$ cat src/hw/rtl/dsp_pkg.sv
// Types and constants of the duration string parser.
`timescale 1ns / 1ps

package dsp_pkg;

  // Largest total in seconds that a duration may reach.
  localparam logic [30:0] SecondsLimit = 31'h7FFF_FFFF;

  // Width of a unit weight; a day has 86400 seconds.
  localparam int unsigned WeightW = 17;

  typedef enum logic [2:0] {
    UNIT_NONE,
    UNIT_SEC,
    UNIT_MIN,
    UNIT_HOUR,
    UNIT_DAY
  } unit_e;

  typedef struct packed {
    logic [15:0] char_code;
    logic        char_valid;
    logic        is_last;
  } dsp_in_t;

  typedef struct packed {
    logic        parse_ok;
    logic [30:0] seconds;
  } dsp_out_t;

  typedef struct packed {
    logic       is_space;
    logic       is_digit;
    logic [3:0] digit;
    unit_e      unit;
  } dsp_class_t;

  function automatic logic [WeightW-1:0] unit_weight(unit_e unit);
    logic [WeightW-1:0] w;
    unique case (unit)
      UNIT_SEC:  w = 17'd1;
      UNIT_MIN:  w = 17'd60;
      UNIT_HOUR: w = 17'd3600;
      UNIT_DAY:  w = 17'd86400;
      default:   w = '0;
    endcase
    return w;
  endfunction

endpackage

$ cat src/hw/rtl/dsp_char_class.sv
// Character classifier: whitespace, decimal digit and unit letter.
`timescale 1ns / 1ps

module dsp_char_class (
  input  logic [15:0]         char_code_i,
  output dsp_pkg::dsp_class_t class_o
);

  logic space;

  always_comb begin
    space = ((char_code_i >= 16'h0009) && (char_code_i <= 16'h000D)) ||
            (char_code_i == 16'h0020) || (char_code_i == 16'h0085) ||
            (char_code_i == 16'h00A0) || (char_code_i == 16'h1680) ||
            ((char_code_i >= 16'h2000) && (char_code_i <= 16'h200A)) ||
            (char_code_i == 16'h2028) || (char_code_i == 16'h2029) ||
            (char_code_i == 16'h202F) || (char_code_i == 16'h205F) ||
            (char_code_i == 16'h3000);
  end

  always_comb begin
    class_o.is_space = space;
    class_o.is_digit = (char_code_i >= 16'h0030) && (char_code_i <= 16'h0039);
    class_o.digit    = char_code_i[3:0];
    unique case (char_code_i)
      16'h0073, 16'h0053: class_o.unit = dsp_pkg::UNIT_SEC;
      16'h006D, 16'h004D: class_o.unit = dsp_pkg::UNIT_MIN;
      16'h0068, 16'h0048: class_o.unit = dsp_pkg::UNIT_HOUR;
      16'h0064, 16'h0044: class_o.unit = dsp_pkg::UNIT_DAY;
      default:            class_o.unit = dsp_pkg::UNIT_NONE;
    endcase
  end

endmodule

$ cat src/hw/rtl/dsp_accum.sv
// Parser state and the per-character update of number and total.
`timescale 1ns / 1ps

module dsp_accum (
  input  logic               clk_i,
  input  logic               rst_ni,
  input  logic               step_i,
  input  dsp_pkg::dsp_in_t   item_i,
  output dsp_pkg::dsp_out_t  result_o
);

  logic [30:0] number_q, number_d, number_upd;
  logic [30:0] total_q, total_d, total_upd;
  logic        digit_seen_q, digit_seen_d, digit_seen_upd;
  logic        unit_seen_q, unit_seen_d, unit_seen_upd;
  logic        failed_q, failed_d, failed_upd;

  dsp_pkg::dsp_class_t        cls;
  logic                       take;
  logic [34:0]                num_next;
  logic [dsp_pkg::WeightW-1:0] weight;
  logic [47:0]                prod;
  logic [48:0]                tsum;
  logic                       ok;

  dsp_char_class u_class (
    .char_code_i (item_i.char_code),
    .class_o     (cls)
  );

  always_comb begin
    // number * 10 + digit as two shifts and two adds.
    num_next = {1'b0, number_q, 3'b000} + {3'b000, number_q, 1'b0} +
               {31'd0, cls.digit};
    weight   = dsp_pkg::unit_weight(cls.unit);
    prod     = 48'(number_q) * 48'(weight);
    tsum     = 49'(prod) + 49'(total_q);
    take     = item_i.char_valid && !failed_q && !cls.is_space;
  end

  always_comb begin
    number_upd     = number_q;
    total_upd      = total_q;
    digit_seen_upd = digit_seen_q;
    unit_seen_upd  = unit_seen_q;
    failed_upd     = failed_q;
    if (take) begin
      priority if (cls.is_digit) begin
        digit_seen_upd = 1'b1;
        if (num_next > 35'(dsp_pkg::SecondsLimit)) begin
          failed_upd = 1'b1;
        end else begin
          number_upd = num_next[30:0];
        end
      end else if (!digit_seen_q) begin
        failed_upd = 1'b1;
      end else if (cls.unit == dsp_pkg::UNIT_NONE) begin
        failed_upd = 1'b1;
      end else if (tsum > 49'(dsp_pkg::SecondsLimit)) begin
        failed_upd = 1'b1;
      end else begin
        total_upd      = tsum[30:0];
        number_upd     = '0;
        digit_seen_upd = 1'b0;
        unit_seen_upd  = 1'b1;
      end
    end

    ok = !failed_upd && !digit_seen_upd && unit_seen_upd && (total_upd != '0);
    result_o.parse_ok = ok;
    result_o.seconds  = ok ? total_upd : '0;

    // The final item of a string returns the parser to its idle state.
    if (item_i.is_last) begin
      number_d     = '0;
      total_d      = '0;
      digit_seen_d = 1'b0;
      unit_seen_d  = 1'b0;
      failed_d     = 1'b0;
    end else begin
      number_d     = number_upd;
      total_d      = total_upd;
      digit_seen_d = digit_seen_upd;
      unit_seen_d  = unit_seen_upd;
      failed_d     = failed_upd;
    end
  end

  always_ff @(posedge clk_i or negedge rst_ni) begin
    if (!rst_ni) begin
      number_q     <= '0;
      total_q      <= '0;
      digit_seen_q <= 1'b0;
      unit_seen_q  <= 1'b0;
      failed_q     <= 1'b0;
    end else if (step_i) begin
      number_q     <= number_d;
      total_q      <= total_d;
      digit_seen_q <= digit_seen_d;
      unit_seen_q  <= unit_seen_d;
      failed_q     <= failed_d;
    end
  end

endmodule

$ cat src/hw/rtl/duration_string_parser.sv
// Top level of the duration string parser: input stage, parser and result register.
`timescale 1ns / 1ps
// Usage:
// A duration string such as "1h 30m" arrives on the input channel one
// character per request (in_valid_i, in_ready_o, in_data_i). The request
// marked is_last closes the string; an empty string is one request with
// char_valid low and is_last high. Requests without is_last give no result.
// For each closed string one result request leaves on the output channel
// (out_valid_o, out_ready_i, out_data_o) carrying parse_ok and the seconds.
// A last character accepted on the input is held in the input stage register,
// then moves through the parser stage, and its result is written to the
// result register, from which the receiver takes it on the output channel.
// Throughput: one character per cycle unless a string end stalls behind a
// pending result; the parser updates the number and total registers per character.
// While the result register holds an unread result, the stage behind it
// still takes characters that do not end a string; a second string end
// waits in the input stage until the receiver takes the pending result,
// and the input then stalls as well.
// Reset clears the valid flags of the input stage and the result register and
// all parser state, so the first character after reset starts a fresh string.
module duration_string_parser (
  input  logic              clk_i,
  input  logic              rst_ni,
  input  logic              in_valid_i,
  output logic              in_ready_o,
  input  dsp_pkg::dsp_in_t  in_data_i,
  output logic              out_valid_o,
  input  logic              out_ready_i,
  output dsp_pkg::dsp_out_t out_data_o
);

  // Input stage register.
  logic              stage_valid_q, stage_valid_d;
  dsp_pkg::dsp_in_t  stage_q;

  // Result register.
  logic              out_valid_q, out_valid_d;
  dsp_pkg::dsp_out_t out_q;

  dsp_pkg::dsp_out_t result;
  logic              advance;
  logic              in_fire;

  // The staged character moves on unless it ends a string while the result
  // register is still occupied by a result nobody has taken.
  assign advance    = stage_valid_q && (!stage_q.is_last || !out_valid_q || out_ready_i);
  assign in_ready_o = !stage_valid_q || advance;
  assign in_fire    = in_valid_i && in_ready_o;

  dsp_accum u_accum (
    .clk_i    (clk_i),
    .rst_ni   (rst_ni),
    .step_i   (advance),
    .item_i   (stage_q),
    .result_o (result)
  );

  always_comb begin
    stage_valid_d = stage_valid_q;
    if (in_fire) begin
      stage_valid_d = 1'b1;
    end else if (advance) begin
      stage_valid_d = 1'b0;
    end

    out_valid_d = out_valid_q;
    if (advance && stage_q.is_last) begin
      out_valid_d = 1'b1;
    end else if (out_ready_i) begin
      out_valid_d = 1'b0;
    end
  end

  always_ff @(posedge clk_i or negedge rst_ni) begin
    if (!rst_ni) begin
      stage_valid_q <= 1'b0;
      out_valid_q   <= 1'b0;
    end else begin
      stage_valid_q <= stage_valid_d;
      out_valid_q   <= out_valid_d;
    end
  end

  // Payload registers carry no reset.
  always_ff @(posedge clk_i) begin
    if (in_fire) begin
      stage_q <= in_data_i;
    end
    if (advance && stage_q.is_last) begin
      out_q <= result;
    end
  end

  assign out_valid_o = out_valid_q;
  assign out_data_o  = out_q;

endmodule

$ cat config.mk
export PLATFORM = sky130hd
export DESIGN_NAME = duration_string_parser
export DESIGN_NICKNAME = d
export VERILOG_FILES = /design/src/hw/rtl/dsp_pkg.sv /design/src/hw/rtl/dsp_char_class.sv /design/src/hw/rtl/dsp_accum.sv /design/src/hw/rtl/duration_string_parser.sv
export SDC_FILE = /design/constraint.sdc
export NUM_CORES = 2
export LEC_CHECK = 0
export BUFFER_PORTS_ARGS = -buffer_cell sky130_fd_sc_hd__buf_4
export CAP_MARGIN = 5
export CORE_AREA = 3 3 267 269
export CTS_CLUSTER_SIZE = 12
export DETAILED_ROUTE_END_ITERATION = 16
export DIE_AREA = 0 0 270 272
export GPL_ROUTABILITY_DRIVEN = 0
export SLEW_MARGIN = 20
export SYNTH_ARGS = -nofsm -noshare
export SYNTH_HDL_FRONTEND = slang
export SYNTH_SLANG_ARGS = --single-unit
export TNS_END_PERCENT = 20
$ cat constraint.sdc
create_clock -name clk_i -period 8.26 [get_ports clk_i]
set_input_delay 0.413 -clock clk_i [delete_from_list [all_inputs] [get_ports clk_i]]
set_output_delay 0.413 -clock clk_i [all_outputs]
set_load 0.005 [all_outputs]
Word level (Yosys, flattened, before mapping). Index checks and enable logic that the tools add are counted.

Bits in registers: 117. Logic and storage cells: 128.

Order comparisons: 8. Reductions and logical operators: 42. Mux-type cells: 38. $add $sub $neg: 3. Equal/unequal tests: 24. Multiply operators: 1.

Operators with widths (number): $mux W31 (13); $eq A16 B7 Y1 const B (8); $eq A16 B14 Y1 const B (5); $pmux W17 S4 (1); $add A48 B31 Y49 (1); $gt A49 B31 Y1 const B (1); $mul A31 B17 Y48 (1); $add A34 B32 Y35 (1); $add A35 B4 Y35 (1); $gt A35 B31 Y1 const B (1); $eq A16 B8 Y1 const B (2); $reduce_bool A31 Y1 (1); $mux W1 (23); $eq A16 B13 Y1 const B (1); $eq A16 B6 Y1 const B (1); $ge A16 B14 Y1 const B (1); $ge A16 B4 Y1 const B (1); $ge A16 B6 Y1 const B (1); $le A16 B14 Y1 const B (1); $le A16 B4 Y1 const B (1); $le A16 B6 Y1 const B (1); $logic_or A1 B1 Y1 (13); $pmux W3 S4 (1); $logic_and A1 B1 Y1 (11); 11 further kinds (24).

Depth between registers and ports, before layout.
Word-level depth: 19. Mapped depth: 35. Gate-level depth less buffers: 30.

Hierarchy. From an unflattened synthesis, not the netlist that was laid out.

Cell total of the unflattened synthesis: 2481. Area total of the unflattened synthesis: 22944.5 um^2.

Modules (own cells, without submodules): dsp_accum (instances 1, area an instance 20938.8 um^2, cells each 2365, seq. area each 1626.6 um^2); duration_string_parser (instances 1, area an instance 1622.8 um^2, cells each 60, seq. area each 1551.5 um^2); dsp_char_class (instances 1, area an instance 382.9 um^2, cells each 56, seq. area each 0.0 um^2).

Worst setup path before layout. Ideal clock, no wire load.

Path type: reg2reg. Start: register stage_q[6] (netlist name). End: register out_q (netlist bit out_data_o[10]), data pin. Setup time: 256 ps. Required time: 8004 ps. Stages on the path, launching flop included: 31. Path slack: -588 ps. Period minus slack after synthesis: 8848 ps. Data arrival time: 8592 ps. Cell sequence: edfxtp_1 > or4b_2 > a211oi_1 > and3_1 > clkbuf_1 > and2_1 > nor2_1 > fa_1 > fa_1 > fa_1 > inv_1 > fa_1 > fa_1 > inv_1 > fa_1 > inv_1 > ha_1 > clkbuf_1 > nand2_1 > o21ai_1 > a32oi_1 > a311oi_1 > mux2_1 > a31o_2 > nor4_1 > and3_1 > and3_1 > buf_4 > buf_2 > mux2i_1 > nor3_2.

Cells in the longest elaborated chain, start to end: 19. Elaborated cells on any way between the ends: 78. Classes of those cells: add/sub (1); mul (1); order compare (7); eq/ne (21); mux (22); reduce/logical (26).

Ends and longest elaborated chain: start, declared (line duration_string_parser.sv:34) `dsp_pkg::dsp_in_t stage_q;`; start signal, assigned (line duration_string_parser.sv:87) `stage_q <= in_data_i;`; branches (longest 19 deep; another with $add A48 B31 Y49); end signal, assigned (line duration_string_parser.sv:90) `out_q <= result;`; end, declared (line duration_string_parser.sv:38) `dsp_pkg::dsp_out_t out_q;`.

Several ways; the timed one is not identified. A chain may end at the register's enable or synchronous reset.

Worst setup path in the final report.
Start: register stage_q[10] (netlist name). End: register out_q (netlist bit out_data_o[10]), data pin.

Same word-level chain as after synthesis.

==> metrics.md <==
| Metric | Value |
|---|---|
| I/O Pins | `56` |
| Most common library cell in the layout ignoring fill and taps | `inv_1` |
| Area leader, netlist | `fa_1` |
| Gr ovfl total | `0` |
| First-pass DRT Iterations | `5` |
| Multi-input gate area | `18100 µm²` |
| Commonest cells after routing, fill and taps aside | `inv_1 (528), buf_4 (427), fa_1 (334)` |
| Total wire length | `69100 µm` |
| Cell Pwr Density | `approximately 49 nW/µm²` |
| Share of the synthesized area in the top cell type | `30.4%` |
| R2r startpoint | `stage_q[10]` |
| Synth area leaders | `fa_1 (30%), ha_1 (17%), inv_1 (9.0%)` |
| Top_reg_cell synth | `dfrtp_1` |
| Post-DP HPWL | `55600 µm` |
| Worst-path clk slew | `0.06 ns` |
| P&R area growth vs syn | `29.2%` |
| Met3 Usage GRT | `2.80%` |
| Register-to-register setup slack | `-0.73 ns` |
| CTS buffer count | `17` |
| Gr busiest metal | `met2` |
| Die area | `about 73000 µm²` |
| Met2 Resource Use GR | `between 30 and 40%` |
| Most frequent CP cell | `fa_1` |
| CTS root buf | `clkbuf_16` |
| Net Count, Synth | `just over 3000` |
| H-tree levels | `4` |
| Worst setup SP type | `flip-flop` |
| Cells after synthesis | `between 2000 and 2500` |
| Vias | `18285` |
| Starting Density | `approximately a third` |
| Clk Latency, worst-skew pair | `0.43 ns` |
| DR WL/cell | `roughly 18 µm` |
| Setup TNS | `-60.33 ns` |
| Met1 GRT Util | `around a quarter` |
| Maximum VDD drop | `0.193 mV` |
| Crit. End Element | `flip-flop` |
| Register bit total from synthesis | `117` |
| Critical Path Fanout Max | `9` |
| Post-CTS Hold Buffers | `0` |
| Die height | `272 µm` |
| R2r endpoint | `out_data_o[10]` |
| Final #Nets | `3478` |
| Mean post-synth cell area | `9.54 µm²` |
| Filler cell count | `6602` |
| Die Wd | `270 µm` |
| CTS tree | `done` |
| Worst slew margin | `33.3%` |
| Vias per cell | `between 4 and 5` |
| Worst r2r path cells | `32` |
| Synth cell types | `88` |
| Number of hold violations in the final report | `0` |
| Violated checks | `negative setup slack` |
| Tcrit/Tclk final | `109%` |
| Critical Path AT | `9.26 ns` |
| First-pass GRT wire length | `107000 µm` |
| FF+latch area | `3180 µm²` |
| Total GRT Usage | `18.7%` |
| CP max-delay cell | `or4_4` |
| Lkg Pwr | `15.3 nW` |
| Largest net degree at the start of global routing | `68` |
| WP data required | `8.53 ns` |
| Ys Warns | `0` |
| Status | `finished with violations` |
| # clock sinks | `117` |
| Final count of negative-setup-slack endpoints | `97` |
| Hold WC Path Type | `input pin to asynchronous set/reset pin` |
| Fmax | `approximately 110 MHz` |
| Delay of the slowest cell on the worst path | `0.57 ns` |
| Worst-Margin Slew | `0.998 ns` |
| # diodes | `0` |
| First DRT Iteration DRCs | `926` |
| PnR worst setup slack | `-0.725 ns` |
| Clock buffer depth | `2` |
| Crit path kind | `flip-flop to flip-flop` |
| Post-synth EDFFs | `50` |
| Port bufs | `55` |
| Vias in the first global route | `19314` |
| Final min period | `8.99 ns` |
| Asr flop ratio synth | `57.3%` |
| Max-Cap Viols | `0` |
| Clk_skew | `0.0118 ns` |
| Antenna Nets Post-Route | `0` |
| Syn Std Cell Area | `22700 µm²` |
| CORE AREA | `68800 µm²` |
| Pre-CTS setup slack | `-0.907 ns` |
| Remaining DRCs | `0` |
| Initial antenna violation count | `4` |
| Max-slew violation count | `0` |
| Num rows | `96` |
| Layout cells sized above 1 | `between 20% and 30%` |
| Register area share after synthesis | `14.0%` |
| RSZ-0062 raised after global routing | `true` |
==> worst max-delay path, delay by kind of cell (launching register included) <==
family                   cells  cell delay (ns)
buffers and inverters        9             1.22
adder cells (fa/ha/maj)      7             3.30
AND/OR/NAND/NOR             10             2.16
XOR/XNOR                     1             0.11
flip-flops                   1             0.39
AO/OA/AOI/OAI                5             1.63
==> how the worst max path moves through the flow <==
stage,endpoint,slack [ns],startpoint,depth (start not counted)
2_1_floorplan,out_data_o[1],0.01,stage_q[6],29
3_3_place_gp,out_data_o[28],-0.87,stage_q[6],29
3_5_place_dp,out_data_o[19],-0.91,stage_q[10],27
4_1_cts,out_data_o[27],-0.58,stage_q[6],30
5_1_grt,out_data_o[27],-0.94,stage_q[10],34
6_report,out_data_o[10],-0.73,stage_q[10],32
==> per-layer routing <==
layer  part of all wire [%]  vias up  wire [µm]
met5                  0.080        -         55
met4                    3.2        8       2200
met3                    5.8      118       3990
met2                     46      440      31900
met1                     45     9074      31000
li1                       -     8645          -
==> report_power, final <==
| group | internal, W | switching [W] |
|---|---|---|
| combinational | 0.0000312 | 0.0000408 |
| clock | 0.000458 | 0.000285 |
| sequential | 0.000619 | 0.00000828 |
==> through the flow <==
stage | std cells | hold WS, ns | total power [W] | cell area [µm²] | utilization [%]
global route | 3754 | 0.146 | 0.00148 | 29400 | 42.7
global placement | 3657 | 0.476 | 0.000703 | 27100 | 39.3
CTS | 3724 | 0.144 | 0.00145 | 28500 | 41.5
detailed placement | 3657 | 0.506 | 0.000704 | 27100 | 39.3
finish | 3754 | 0.131 | 0.00144 | 29400 | 42.7
floorplan | 2382 | 0.117 | 0.000661 | 22900 | -
==> synth_stat cells, drive strengths merged, types with 19 or more instances <==
cell type	instances
ha	301
inv	543
fa	345
and2	123
a21o	32
buf	31
clkbuf	44
xnor2	33
a21oi	76
nor4	19
dfrtp	67
mux2i	66
edfxtp	50
nor3	46
nand3	29
nor2	90
nand2	144
a22o	33
nand4	29
o21ai	53
==> sequential cells by signal (all words and copies together), names as in the netlist <==
register	cells
out_data_o	32
u_accum.failed_q	1
u_accum.number_q	31
u_accum.unit_seen_q	1
u_accum.total_q	31
stage_valid_q	1
stage_q	18
u_accum.digit_seen_q	1
out_valid_o	1
==> cell families after synthesis <==
| kind of cell | share of synthesized area [%] |
|---|---|
| buffers and inverters | 10.7 |
| multiplexers | 2.96 |
| AND/OR/NAND/NOR | 13.8 |
| flip-flops | 14.0 |
| adder cells (fa/ha/maj) | 47.0 |
| XOR/XNOR | 1.89 |
| AO/OA/AOI/OAI | 9.72 |
==> final cells by class <==
class | count | area share (%)
clock buffer | 23 | 1.59
clock inverter | 9 | 0.358
inverter | 543 | 6.94
multi-input combinational | 1648 | 61.5
sequential | 117 | 10.8
tap | 931 | 3.97
timing repair buffer | 483 | 14.8
==> what timing repair did <==
action / 4_1_cts / 5_1_grt
setup endpoints to repair: 97 / 97
resized for setup: 94 / 112
cloned: 9 / 9
setup buffers: 26 / 22
pin swaps: 19 / 59
Note: power is estimated with default switching activity, not from simulation.
